==> src/rsits_pkg.sv <==
`default_nettype none

package rsits_pkg;

	// result fields are fixed at 16 bits
	localparam int FIELD_BITS = 16;
	localparam logic [FIELD_BITS-1:0] FIELD_MAX = 16'hFFFF;

	// depth of the queue between front and back
	localparam int QUEUE_DEPTH = 4;
	localparam int QUEUE_PTR_BITS = $clog2(QUEUE_DEPTH);
	localparam int QUEUE_CNT_BITS = $clog2(QUEUE_DEPTH + 1);

	// character codes
	localparam logic [7:0] CHAR_R_LOWER = 8'h72;
	localparam logic [7:0] CHAR_R_UPPER = 8'h52;
	localparam logic [7:0] CHAR_S_LOWER = 8'h73;
	localparam logic [7:0] CHAR_S_UPPER = 8'h53;
	localparam logic [7:0] CHAR_DIGIT_LO = 8'h30;
	localparam logic [7:0] CHAR_DIGIT_HI = 8'h39;

	typedef struct packed {
		logic [7:0] text_byte;
		logic       doc_end;
	} byte_word_t;

	typedef struct packed {
		logic [FIELD_BITS-1:0] token_start;
		logic [FIELD_BITS-1:0] token_length;
	} token_word_t;

	// classified byte as it travels through the queue
	typedef struct packed {
		logic is_r;
		logic is_s;
		logic is_digit;
		logic is_sep;
		logic last;
	} byte_class_t;

	typedef enum logic [1:0] {
		PH_IDLE,
		PH_R,
		PH_RS,
		PH_DIGITS
	} phase_t;

	function automatic logic is_sep_char(input logic [7:0] c);
		logic ws;
		logic punct;
		ws = ((c >= 8'h09) && (c <= 8'h0D)) || (c == 8'h20);
		punct = ((c >= 8'h21) && (c <= 8'h2F)) || ((c >= 8'h3A) && (c <= 8'h40))
			|| ((c >= 8'h5B) && (c <= 8'h60)) || ((c >= 8'h7B) && (c <= 8'h7E));
		return ws || punct;
	endfunction

endpackage

`default_nettype wire

==> src/rs_identifier_token_scanner_unit.sv <==
`default_nettype none
// result path: the byte that closes a token passes through the queue and the match update
// into the result register, which then offers the token result
// throughput: one byte per cycle, unless a stalled token result holds back the matcher;
// a four-entry queue between classifier and matcher absorbs token-side stalls
// reset: asynchronous, active low; queue empties, matcher returns to idle at offset zero
// as at the start of a document, no result pending

module rs_identifier_token_scanner_unit
	import rsits_pkg::*;
#(
	parameter int OFFSET_BITS = 16
) (
	input  wire                clk,
	input  wire                arst_n,
	// byte side
	input  wire                byte_valid,
	output logic               byte_stall,
	input  wire  byte_word_t   byte_word,
	// token side
	output logic               token_valid,
	input  wire                token_stall,
	output token_word_t        token_word
);

	byte_class_t cls_in;
	byte_class_t cls_out;
	logic        q_full;
	logic        q_not_empty;
	logic        q_pop;

	// front: classify each byte as r, s, digit or delimiter
	rsits_front u_front (
		.byte_word (byte_word),
		.cls       (cls_in)
	);

	// queue decouples byte intake from the matcher; stall only when full
	rsits_queue u_queue (
		.clk       (clk),
		.arst_n    (arst_n),
		.push      (byte_valid),
		.push_data (cls_in),
		.full      (q_full),
		.not_empty (q_not_empty),
		.pop       (q_pop),
		.pop_data  (cls_out)
	);

	assign byte_stall = q_full;

	// back: match state machine, offset counters and the result register
	rsits_back #(
		.OFFSET_BITS (OFFSET_BITS)
	) u_back (
		.clk         (clk),
		.arst_n      (arst_n),
		.cls_valid   (q_not_empty),
		.cls         (cls_out),
		.cls_pop     (q_pop),
		.token_valid (token_valid),
		.token_stall (token_stall),
		.token_word  (token_word)
	);

endmodule

`default_nettype wire

==> src/rsits_front.sv <==
`default_nettype none

module rsits_front
	import rsits_pkg::*;
(
	input  wire  byte_word_t  byte_word,
	output byte_class_t       cls
);

	always_comb begin
		cls.is_r     = (byte_word.text_byte == CHAR_R_LOWER)
			|| (byte_word.text_byte == CHAR_R_UPPER);
		cls.is_s     = (byte_word.text_byte == CHAR_S_LOWER)
			|| (byte_word.text_byte == CHAR_S_UPPER);
		cls.is_digit = (byte_word.text_byte >= CHAR_DIGIT_LO)
			&& (byte_word.text_byte <= CHAR_DIGIT_HI);
		cls.is_sep   = is_sep_char(byte_word.text_byte);
		cls.last     = byte_word.doc_end;
	end

endmodule

`default_nettype wire

==> src/rsits_queue.sv <==
`default_nettype none

module rsits_queue
	import rsits_pkg::*;
(
	input  wire                clk,
	input  wire                arst_n,
	input  wire                push,
	input  wire  byte_class_t  push_data,
	output logic               full,
	output logic               not_empty,
	input  wire                pop,
	output byte_class_t        pop_data
);

	byte_class_t               mem_q [QUEUE_DEPTH];
	logic [QUEUE_PTR_BITS-1:0] wr_ptr_q;
	logic [QUEUE_PTR_BITS-1:0] rd_ptr_q;
	logic [QUEUE_CNT_BITS-1:0] count_q;
	logic                      do_push;
	logic                      do_pop;

	assign full      = (count_q == QUEUE_CNT_BITS'(QUEUE_DEPTH));
	assign not_empty = (count_q != '0);
	assign do_push   = push && !full;
	assign do_pop    = pop && not_empty;
	assign pop_data  = mem_q[rd_ptr_q];

	always_ff @(posedge clk) begin
		if (do_push) begin
			mem_q[wr_ptr_q] <= push_data;
		end
	end

	always_ff @(posedge clk or negedge arst_n) begin
		if (!arst_n) begin
			wr_ptr_q <= '0;
			rd_ptr_q <= '0;
			count_q  <= '0;
		end else begin
			if (do_push) begin
				wr_ptr_q <= (wr_ptr_q == QUEUE_PTR_BITS'(QUEUE_DEPTH - 1)) ? '0 : wr_ptr_q + 1'b1;
			end
			if (do_pop) begin
				rd_ptr_q <= (rd_ptr_q == QUEUE_PTR_BITS'(QUEUE_DEPTH - 1)) ? '0 : rd_ptr_q + 1'b1;
			end
			if (do_push && !do_pop) begin
				count_q <= count_q + 1'b1;
			end else if (do_pop && !do_push) begin
				count_q <= count_q - 1'b1;
			end
		end
	end

endmodule

`default_nettype wire

==> src/rsits_back.sv <==
`default_nettype none

module rsits_back
	import rsits_pkg::*;
#(
	parameter int OFFSET_BITS = 16
) (
	input  wire                clk,
	input  wire                arst_n,
	input  wire                cls_valid,
	input  wire  byte_class_t  cls,
	output logic               cls_pop,
	output logic               token_valid,
	input  wire                token_stall,
	output token_word_t        token_word
);

	localparam int WIDE_BITS = (OFFSET_BITS > FIELD_BITS) ? OFFSET_BITS : FIELD_BITS;

	phase_t                 phase_q;
	phase_t                 phase_d;
	logic                   prev_delim_q;
	logic                   prev_delim_d;
	logic [OFFSET_BITS-1:0] pos_q;
	logic [OFFSET_BITS-1:0] pos_d;
	logic [OFFSET_BITS-1:0] cand_q;
	logic [OFFSET_BITS-1:0] cand_d;
	logic [OFFSET_BITS-1:0] run_q;
	logic [OFFSET_BITS-1:0] run_d;
	logic                   emit;
	logic                   out_valid_q;
	token_word_t            out_word_q;

	function automatic logic [OFFSET_BITS-1:0] sat_inc(input logic [OFFSET_BITS-1:0] v);
		return (v == '1) ? v : v + 1'b1;
	endfunction

	function automatic logic [FIELD_BITS-1:0] clip(input logic [OFFSET_BITS-1:0] v);
		logic [WIDE_BITS-1:0] ext;
		ext = WIDE_BITS'(v);
		return (ext > WIDE_BITS'(FIELD_MAX)) ? FIELD_MAX : ext[FIELD_BITS-1:0];
	endfunction

	// advance only when the output register can take a result
	assign cls_pop = cls_valid && (!out_valid_q || !token_stall);

	always_comb begin
		phase_d      = phase_q;
		cand_d       = cand_q;
		run_d        = run_q;
		emit         = 1'b0;
		unique case (phase_q)
			PH_R: begin
				if (cls.is_s) begin
					phase_d = PH_RS;
					run_d   = sat_inc(run_q);
				end else begin
					phase_d = PH_IDLE;
				end
			end
			PH_RS: begin
				if (cls.is_digit) begin
					phase_d = PH_DIGITS;
					run_d   = sat_inc(run_q);
				end else begin
					phase_d = PH_IDLE;
				end
			end
			PH_DIGITS: begin
				if (cls.is_digit) begin
					run_d = sat_inc(run_q);
				end else begin
					emit    = cls.is_sep;
					phase_d = PH_IDLE;
				end
			end
			PH_IDLE: begin
				if (cls.is_r && prev_delim_q) begin
					phase_d = PH_R;
					cand_d  = pos_q;
					run_d   = OFFSET_BITS'(1);
				end
			end
			default: begin
				phase_d = PH_IDLE;
			end
		endcase
		prev_delim_d = cls.is_sep;
		pos_d        = sat_inc(pos_q);
		// end of document flushes a token still in its digits
		if (cls.last) begin
			if (phase_d == PH_DIGITS) begin
				emit = 1'b1;
			end
			phase_d      = PH_IDLE;
			prev_delim_d = 1'b1;
			pos_d        = '0;
		end
	end

	always_ff @(posedge clk or negedge arst_n) begin
		if (!arst_n) begin
			phase_q      <= PH_IDLE;
			prev_delim_q <= 1'b1;
			pos_q        <= '0;
			cand_q       <= '0;
			run_q        <= '0;
			out_valid_q  <= 1'b0;
		end else begin
			if (cls_pop) begin
				phase_q      <= phase_d;
				prev_delim_q <= prev_delim_d;
				pos_q        <= pos_d;
				cand_q       <= cand_d;
				run_q        <= run_d;
			end
			if (cls_pop && emit) begin
				out_valid_q <= 1'b1;
			end else if (!token_stall) begin
				out_valid_q <= 1'b0;
			end
		end
	end

	always_ff @(posedge clk) begin
		if (cls_pop && emit) begin
			out_word_q.token_start  <= clip(cand_d);
			out_word_q.token_length <= clip(run_d);
		end
	end

	assign token_valid = out_valid_q;
	assign token_word  = out_word_q;

endmodule

`default_nettype wire

==> config.mk <==
export PLATFORM = sky130hd
export DESIGN_NAME = rs_identifier_token_scanner_unit
export DESIGN_NICKNAME = d
export VERILOG_FILES = /design/src/rsits_pkg.sv /design/src/rs_identifier_token_scanner_unit.sv /design/src/rsits_front.sv /design/src/rsits_queue.sv /design/src/rsits_back.sv
export SDC_FILE = /design/constraint.sdc
export NUM_CORES = 1
export LEC_CHECK = 0
export ABC_AREA = 1
export ABC_CLOCK_PERIOD_IN_PS = 2700
export BUFFER_PORTS_ARGS = -buffer_cell sky130_fd_sc_hd__buf_2
export CORE_MARGIN = 8
export CORE_UTILIZATION = 58
export DETAILED_ROUTE_END_ITERATION = 6
export GPL_ROUTABILITY_DRIVEN = 1
export PLACE_DENSITY = 0.78
export RECOVER_POWER = 100
export SETUP_SLACK_MARGIN = 0.3
export SLEW_MARGIN = 30
export SYNTH_ARGS = -nofsm -noshare
export SYNTH_HDL_FRONTEND = slang
export SYNTH_SLANG_ARGS = --single-unit
==> constraint.sdc <==
create_clock -name clk -period 2.7 [get_ports clk]
set_input_delay 0 -clock clk [delete_from_list [all_inputs] [get_ports clk]]
set_output_delay 0 -clock clk [all_outputs]
set_load 0.02 [all_outputs]
======== Word level (Yosys, flattened, before mapping) ========
Memory sizes are Yosys's and may differ from the RTL's.
Cells that the tools add are included.
word-level totals
  memory bits (writable) .................. 20
  logic and storage cells ................. 107
  output and inout bits ................... 34
  flip-flop bits (word level) ............. 91
  input bits .............................. 13
  memories kept ........................... 1
memories
  memory         words  width  rd ports  clocked after memory_dff  wr ports  RTL line           RTL
  u_queue.mem_q  4      5      1         0                         1         rsits_queue.sv:16  byte_class_t mem_q [QUEUE_DEPTH];
cells by class
  multiplexer cells ....................... 28
  order comparisons ....................... 14
  equality and inequality tests ........... 16
  add/subtract/negate cells ............... 6
  reduce and logical (&&, ||, !) cells .... 31
operators by type and width
  cell                   number
  $mux 16                8
  $pmux 16 s3            1
  $add 16x1->16 const B  2
  $eq 16x16->1 const B   2
  $eq 8x7->1 const B     4
  $gt 16x16->1 const B   2
  $ge 8x6->1 const B     3
  $le 8x7->1 const B     3
  $ge 8x7->1 const B     2
  $le 8x6->1 const B     2
  $mux 2                 7
  $logic_and 1x1->1      13
  $eq 2x2->1 const B     5
  $mux 1                 9
  $eq 8x6->1 const B     1
  $ge 8x4->1 const B     1
  $le 8x4->1 const B     1
  $logic_or 1x1->1       8
  $pmux 2 s4             1
  $mux 3                 2
  $logic_not 1->1        5
  $add 2x1->2 const B    2
  $add 3x1->3 const B    1
  $eq 3x3->1 const B     1
  other kinds (9)        9

======== Longest topological paths before layout ========
An unclocked memory read counts as a cell.
  depth after elaboration ................. 9
  gate-level depth with buffers ........... 14

======== Hierarchy ========
A second synthesis with hierarchy kept.
unflattened totals
  cells, all modules ...................... 675
  area total of the unflattened synthesis .. 5,671.7 µm²
by module, submodules not included
  module       area an instance (µm²)  seq. area each (µm²)  cells an instance  times used
  rsits_back   4,220.3                 2,263.4               518                1
  rsits_queue  1,267.5                 775.7                 117                1
  rsits_front  183.9                   0.0                   40                 1

======== Worst setup path after synthesis ========
Ideal clock, no wire load.
  path kind ............................... register to register
  start point ............................. reg u_queue.count_q[0]
  end point ............................... reg u_queue.count_q[2]
  path buffers ............................ 1
  cell stages (with the launch flop) ...... 9
  library setup time ...................... 0.131 ns
  slack ................................... 0.390 ns
  period minus slack after synthesis ...... 2.310 ns
  data arrival time ....................... 2.179 ns
  path through ............................ dfrtp_1 -> o31ai_4 -> clkbuf_1 -> ha_1 -> inv_1 -> fa_1 -> a21oi_1 -> o21ai_0 -> xor2_1
between the ends
  cells in the longest elaborated chain, start to end .. 6
  elaborated cells between the ends (all ways) .. 15
ends and longest elaborated chain
  item                                                 RTL line           RTL
  from (decl)                                          rsits_queue.sv:19  logic [QUEUE_CNT_BITS-1:0] count_q;
  from (signal assigned)                               rsits_queue.sv:48  count_q <= count_q + 1'b1;
  from (signal assigned)                               rsits_queue.sv:50  count_q <= count_q - 1'b1;
  branches (longest 6 deep; another with $sub 3x1->3)  --
Several ways; the timed one is not identified. The select of a mux whose other input is x is not followed.
A chain may end at the register's enable or synchronous reset.

======== Worst setup path in the final report ========
  start point ............................. reg u_queue.count_q[0]
  end point ............................... reg u_back.run_q[10]
between the ends
  cells in the longest elaborated chain, start to end .. 2
ends and longest elaborated chain
  item                  RTL line           RTL
  $reduce_bool 3->1     rsits_queue.sv:24  assign not_empty = (count_q != '0);
  $logic_and 1x1->1     rsits_back.sv:45   assign cls_pop = cls_valid && (!out_valid_q || !token_stall);
  to (signal assigned)  rsits_back.sv:115  run_q <= run_d;
  to (decl)             rsits_back.sv:28   logic [OFFSET_BITS-1:0] run_q;
No other way between the ends.

==> run_results.csv <==
group,metric,value,unit
logic_synthesis,synthSimpleGateAreaFrac,0.300,
floorplan,num_io_pins,47,
power_and_ir_drop,seq_power_share,0.423,
power_and_ir_drop,pwr-share-comb,0.406,
place,hpwl,9.49,mm
worst_setup_path,crit_type,"reg -> reg",
layout,multi_input_area,2450,sq um
routing,drtPass1Iterations,5,
floorplan,initial_core_util,0.591,
logic_synthesis,synth_compound_area_frac,0.0875,
logic_synthesis,synth.area.top_cells,"edfxtp_1 26%, dfrtp_1 24%, nand2_1 14%, nand3_1 5.3%, inv_1 4.6%",
layout,fillers,886,
logic_synthesis,ys_ff_latch,111,
worst_setup_path,worstSetupEndpointType,"flip-flop",
outcome,outcome,"complete, but fails checks",
power_and_ir_drop,intPower,3.08,mW
worst_setup_path,crit_arrival,2.57,ns
power_and_ir_drop,power_density,842,nW/um^2
clock_network,cts_tree,"done",
logic_synthesis,netlist_instances,698,
layout,antennaDiodeCount,0,
floorplan,die-width,118,um
sta,finClkSkew,0.0194,ns
place,port_buffers,46,
routing,avgViaCountPerCell,5.40,
logic_synthesis,synth_edf_count,52,
layout,instances_no_fill,894,
floorplan,core_area,10200,sq um
worst_setup_path,critPathSlowestCell,"dfrtp_1",
run,cap_violations,1,
logic_synthesis,ys_types,46,
layout,drive_gt1_frac,0.0884,
clock_network,clk_pin_slew,0.11,ns
logic_synthesis,synth_fa_ha_area_frac,0.0199,
global_route,antenna_found_initial,0,
outcome,violations,"capacitance limit, slew limit",
layout,stdcell_area,6460,sq um
logic_synthesis,synth_area_leader_cell,"edfxtp_1",
global_route,grt_max_degree,34,
global_route,overflow,0,
place,gp_congestion,0.875,
routing,drtIter0Drc,323,
routing,wl_per_cell,14.5,um
worst_setup_path,path_cells,"o31ai_1 > buf_4 > inv_1 > clkbuf_2 > nand3_1 > nand2_1",
power_and_ir_drop,ir_drop,0.720,mV
logic_synthesis,syn_area,6020,sq um
place,dp.cells,871,
place,postPlaceCellArea,6390,sq um
clock_network,cts_buffers,9,
worst_setup_path,required,2.97,ns
logic_synthesis,synth_nets,720,
logic_synthesis,seq_area_frac_synth,0.505,
sta,max-slew-margin-rel,-0.205,
routing,drc,0,
clock_network,cts_root_buffer,"clkbuf_8",
logic_synthesis,syn_avg_cell_area,8.63,sq um
power_and_ir_drop,p_clk_frac,0.171,
logic_synthesis,synthArstFlopShare,0.532,
floorplan,die_area,13900,sq um
power_and_ir_drop,switching_power,2.37,mW
min_path,hold_class,"in -> reg",
sta,worst_slew_pin_slew,1.81,ns
layout,area_growth,7.36,%
logic_synthesis,synth_flop_cell,"dfrtp_1",
routing,vias,4831,
logic_synthesis,synth_top_area_frac,0.259,
logic_synthesis,synthXorXnorAreaFrac,0.0145,
sta,setup_viol,0,
logic_synthesis,synth_most_common_cell,"nand2_1",
logic_synthesis,muxShareOfSynthArea,0.00187,
clock_network,clockBufferDepth,2,
worst_setup_path,critPathMaxStageDelay,0.45,ns
global_route,grt_pass1_wl,21.7,mm
logic_synthesis,synth_common_cells,"219 x nand2_1, 73 x inv_1, 64 x nand3_1",
sta,fmax,0.435,GHz
routing,routed_wl,13.0,mm
worst_setup_path,path_max_fanout,33,
floorplan,fp.dieH,118,um
clock_network,clk_latency,0.39,ns
clock_network,cts_sinks,111,
sta,rsz0062_at_grt,"no",
floorplan,core.rowCount,37,
worst_setup_path,start_kind,"flip-flop",
layout,num-nets-final,775,
sta,drv_slew,31,
clock_network,h-tree-depth,3,
power_and_ir_drop,p_leak,2.86,nW
global_route,grt_usage,0.189,
logic_synthesis,synth_top_family_by_area,"simple AND/OR/NAND/NOR gates",
power_and_ir_drop,swShare,0.435,
sta,whs,0.0871,ns
logic_synthesis,yosys_warnings,0,
global_route,grt_pass1_vias,4744,
routing,drtAntennaViolNets,0,
sta,finalCriticalPeriod,2.30,ns
sta,period_share,0.851,
sta,hold_viol_final,0,
layout,seqCellArea,3040,sq um
sta,setup-tns-final,0,ns
==> state kept, by name (all words and copies together) (netlist names) <==
name,flops
u_back.cand_q,16
u_back.phase_q,2
u_back.pos_q,16
u_back.prev_delim_q,1
u_back.run_q,16
u_back.token_valid,1
u_back.token_word,32
u_queue.count_q,3
u_queue.mem_q,20
u_queue.rd_ptr_q,2
u_queue.wr_ptr_q,2
==> cells in the final DEF (no fill, tap or decap), types with 3 or more instances in the layout <==
master and instances:
nand2_1 224, inv_1 76, nand3_1 65, dfrtp_1 57, edfxtp_1 52, nor2_1 45
o21ai_0 41, clkbuf_1 40, nand4_1 10, nor3_1 10, a21oi_1 10, clkbuf_8 9
buf_2 9, ha_1 8, nand2_2 7, xor2_1 7, dlygate4sd3_1 7, nand3_2 6
o211ai_1 5, and2_0 4, o31ai_1 4, buf_4 4, clkbuf_2 4, nand2_4 3
xnor2_1 3, a31oi_1 3, and2_1 3, nor4_1 3, inv_8 3
==> worst max-delay path, delay by kind of cell, from the launching register on <==
family,cells,cell delay [ns]
AO/OA/AOI/OAI,1,0.37
flip-flops,1,0.45
AND/OR/NAND/NOR,2,0.25
buffers and inverters,3,1.08
==> repair_timing <==
action | in CTS | in global routing
endpoints found under the hold margin | 41 | 0
setup endpoints to repair | 0 | 39
setup buffers | 0 | 0
gates resized for setup | 0 | 2
hold buffers | 7 | 0
==> power by group through the flow <==
stage / Sequential (mW) / Clock, mW / Combinational, mW
after floorplan: 2.31 / 0 / 1.86
after global placement: 2.33 / 0 / 2.31
after detailed placement: 2.34 / 0 / 2.38
after CTS: 2.31 / 0.966 / 2.39
after global routing: 2.33 / 1.01 / 2.51
final: 2.30 / 0.933 / 2.21
==> final timing paths <==
check                                       to               start  cells past startpoint  slack, ns
max                           u_back.run_q[10]  u_queue.count_q[0]                      6       0.40
min                        u_queue.mem_q[0][4]        byte_word[2]                      3       0.09
max reg2reg                   u_back.run_q[10]  u_queue.count_q[0]                      6       0.40
min reg2reg                  u_back.cand_q[12]   u_back.cand_q[12]                      2       0.49
max in group asynchronous      u_back.pos_q[2]              arst_n                      3       0.84
min in group asynchronous      u_back.pos_q[8]              arst_n                      2       0.63
==> area by class of cell <==
class                      count  share of cell area
multi-input combinational    488               0.379
tap                          136              0.0263
clock buffer                  10              0.0197
inverter                      79              0.0466
clock inverter                 6             0.00793
sequential                   111               0.470
timing repair buffer          64              0.0499
==> metrics by stage <==
stage | util | setup WS, ns | power [mW]
after floorplan | - | 0.390 | 4.17
after global placement | 0.627 | 0.408 | 4.64
final | 0.635 | 0.401 | 5.44
after detailed placement | 0.627 | 0.362 | 4.72
after CTS | 0.652 | 0.332 | 5.67
after global routing | 0.635 | 0.202 | 5.85
==> logic make-up (layout without fill, tap and decap cells) <==
family                   after synthesis  count (layout)
AO/OA/AOI/OAI                         77              77
buffers and inverters                 99             159
XOR/XNOR                              10              10
multiplexers                           1               1
adder cells (fa/ha/maj)                9               9
flip-flops                           111             111
AND/OR/NAND/NOR                      391             391
==> layer usage <==
layer | up-vias | part of all wire | track usage
met4 | 0 | 0.011 | 0.0641
met2 | 139 | 0.51 | 0.334
met1 | 2274 | 0.42 | 0.217
met5 | - | 0 | 0
li1 | 2407 | - | -
met3 | 11 | 0.058 | 0.0484
Power figures use the tool's default switching activity.
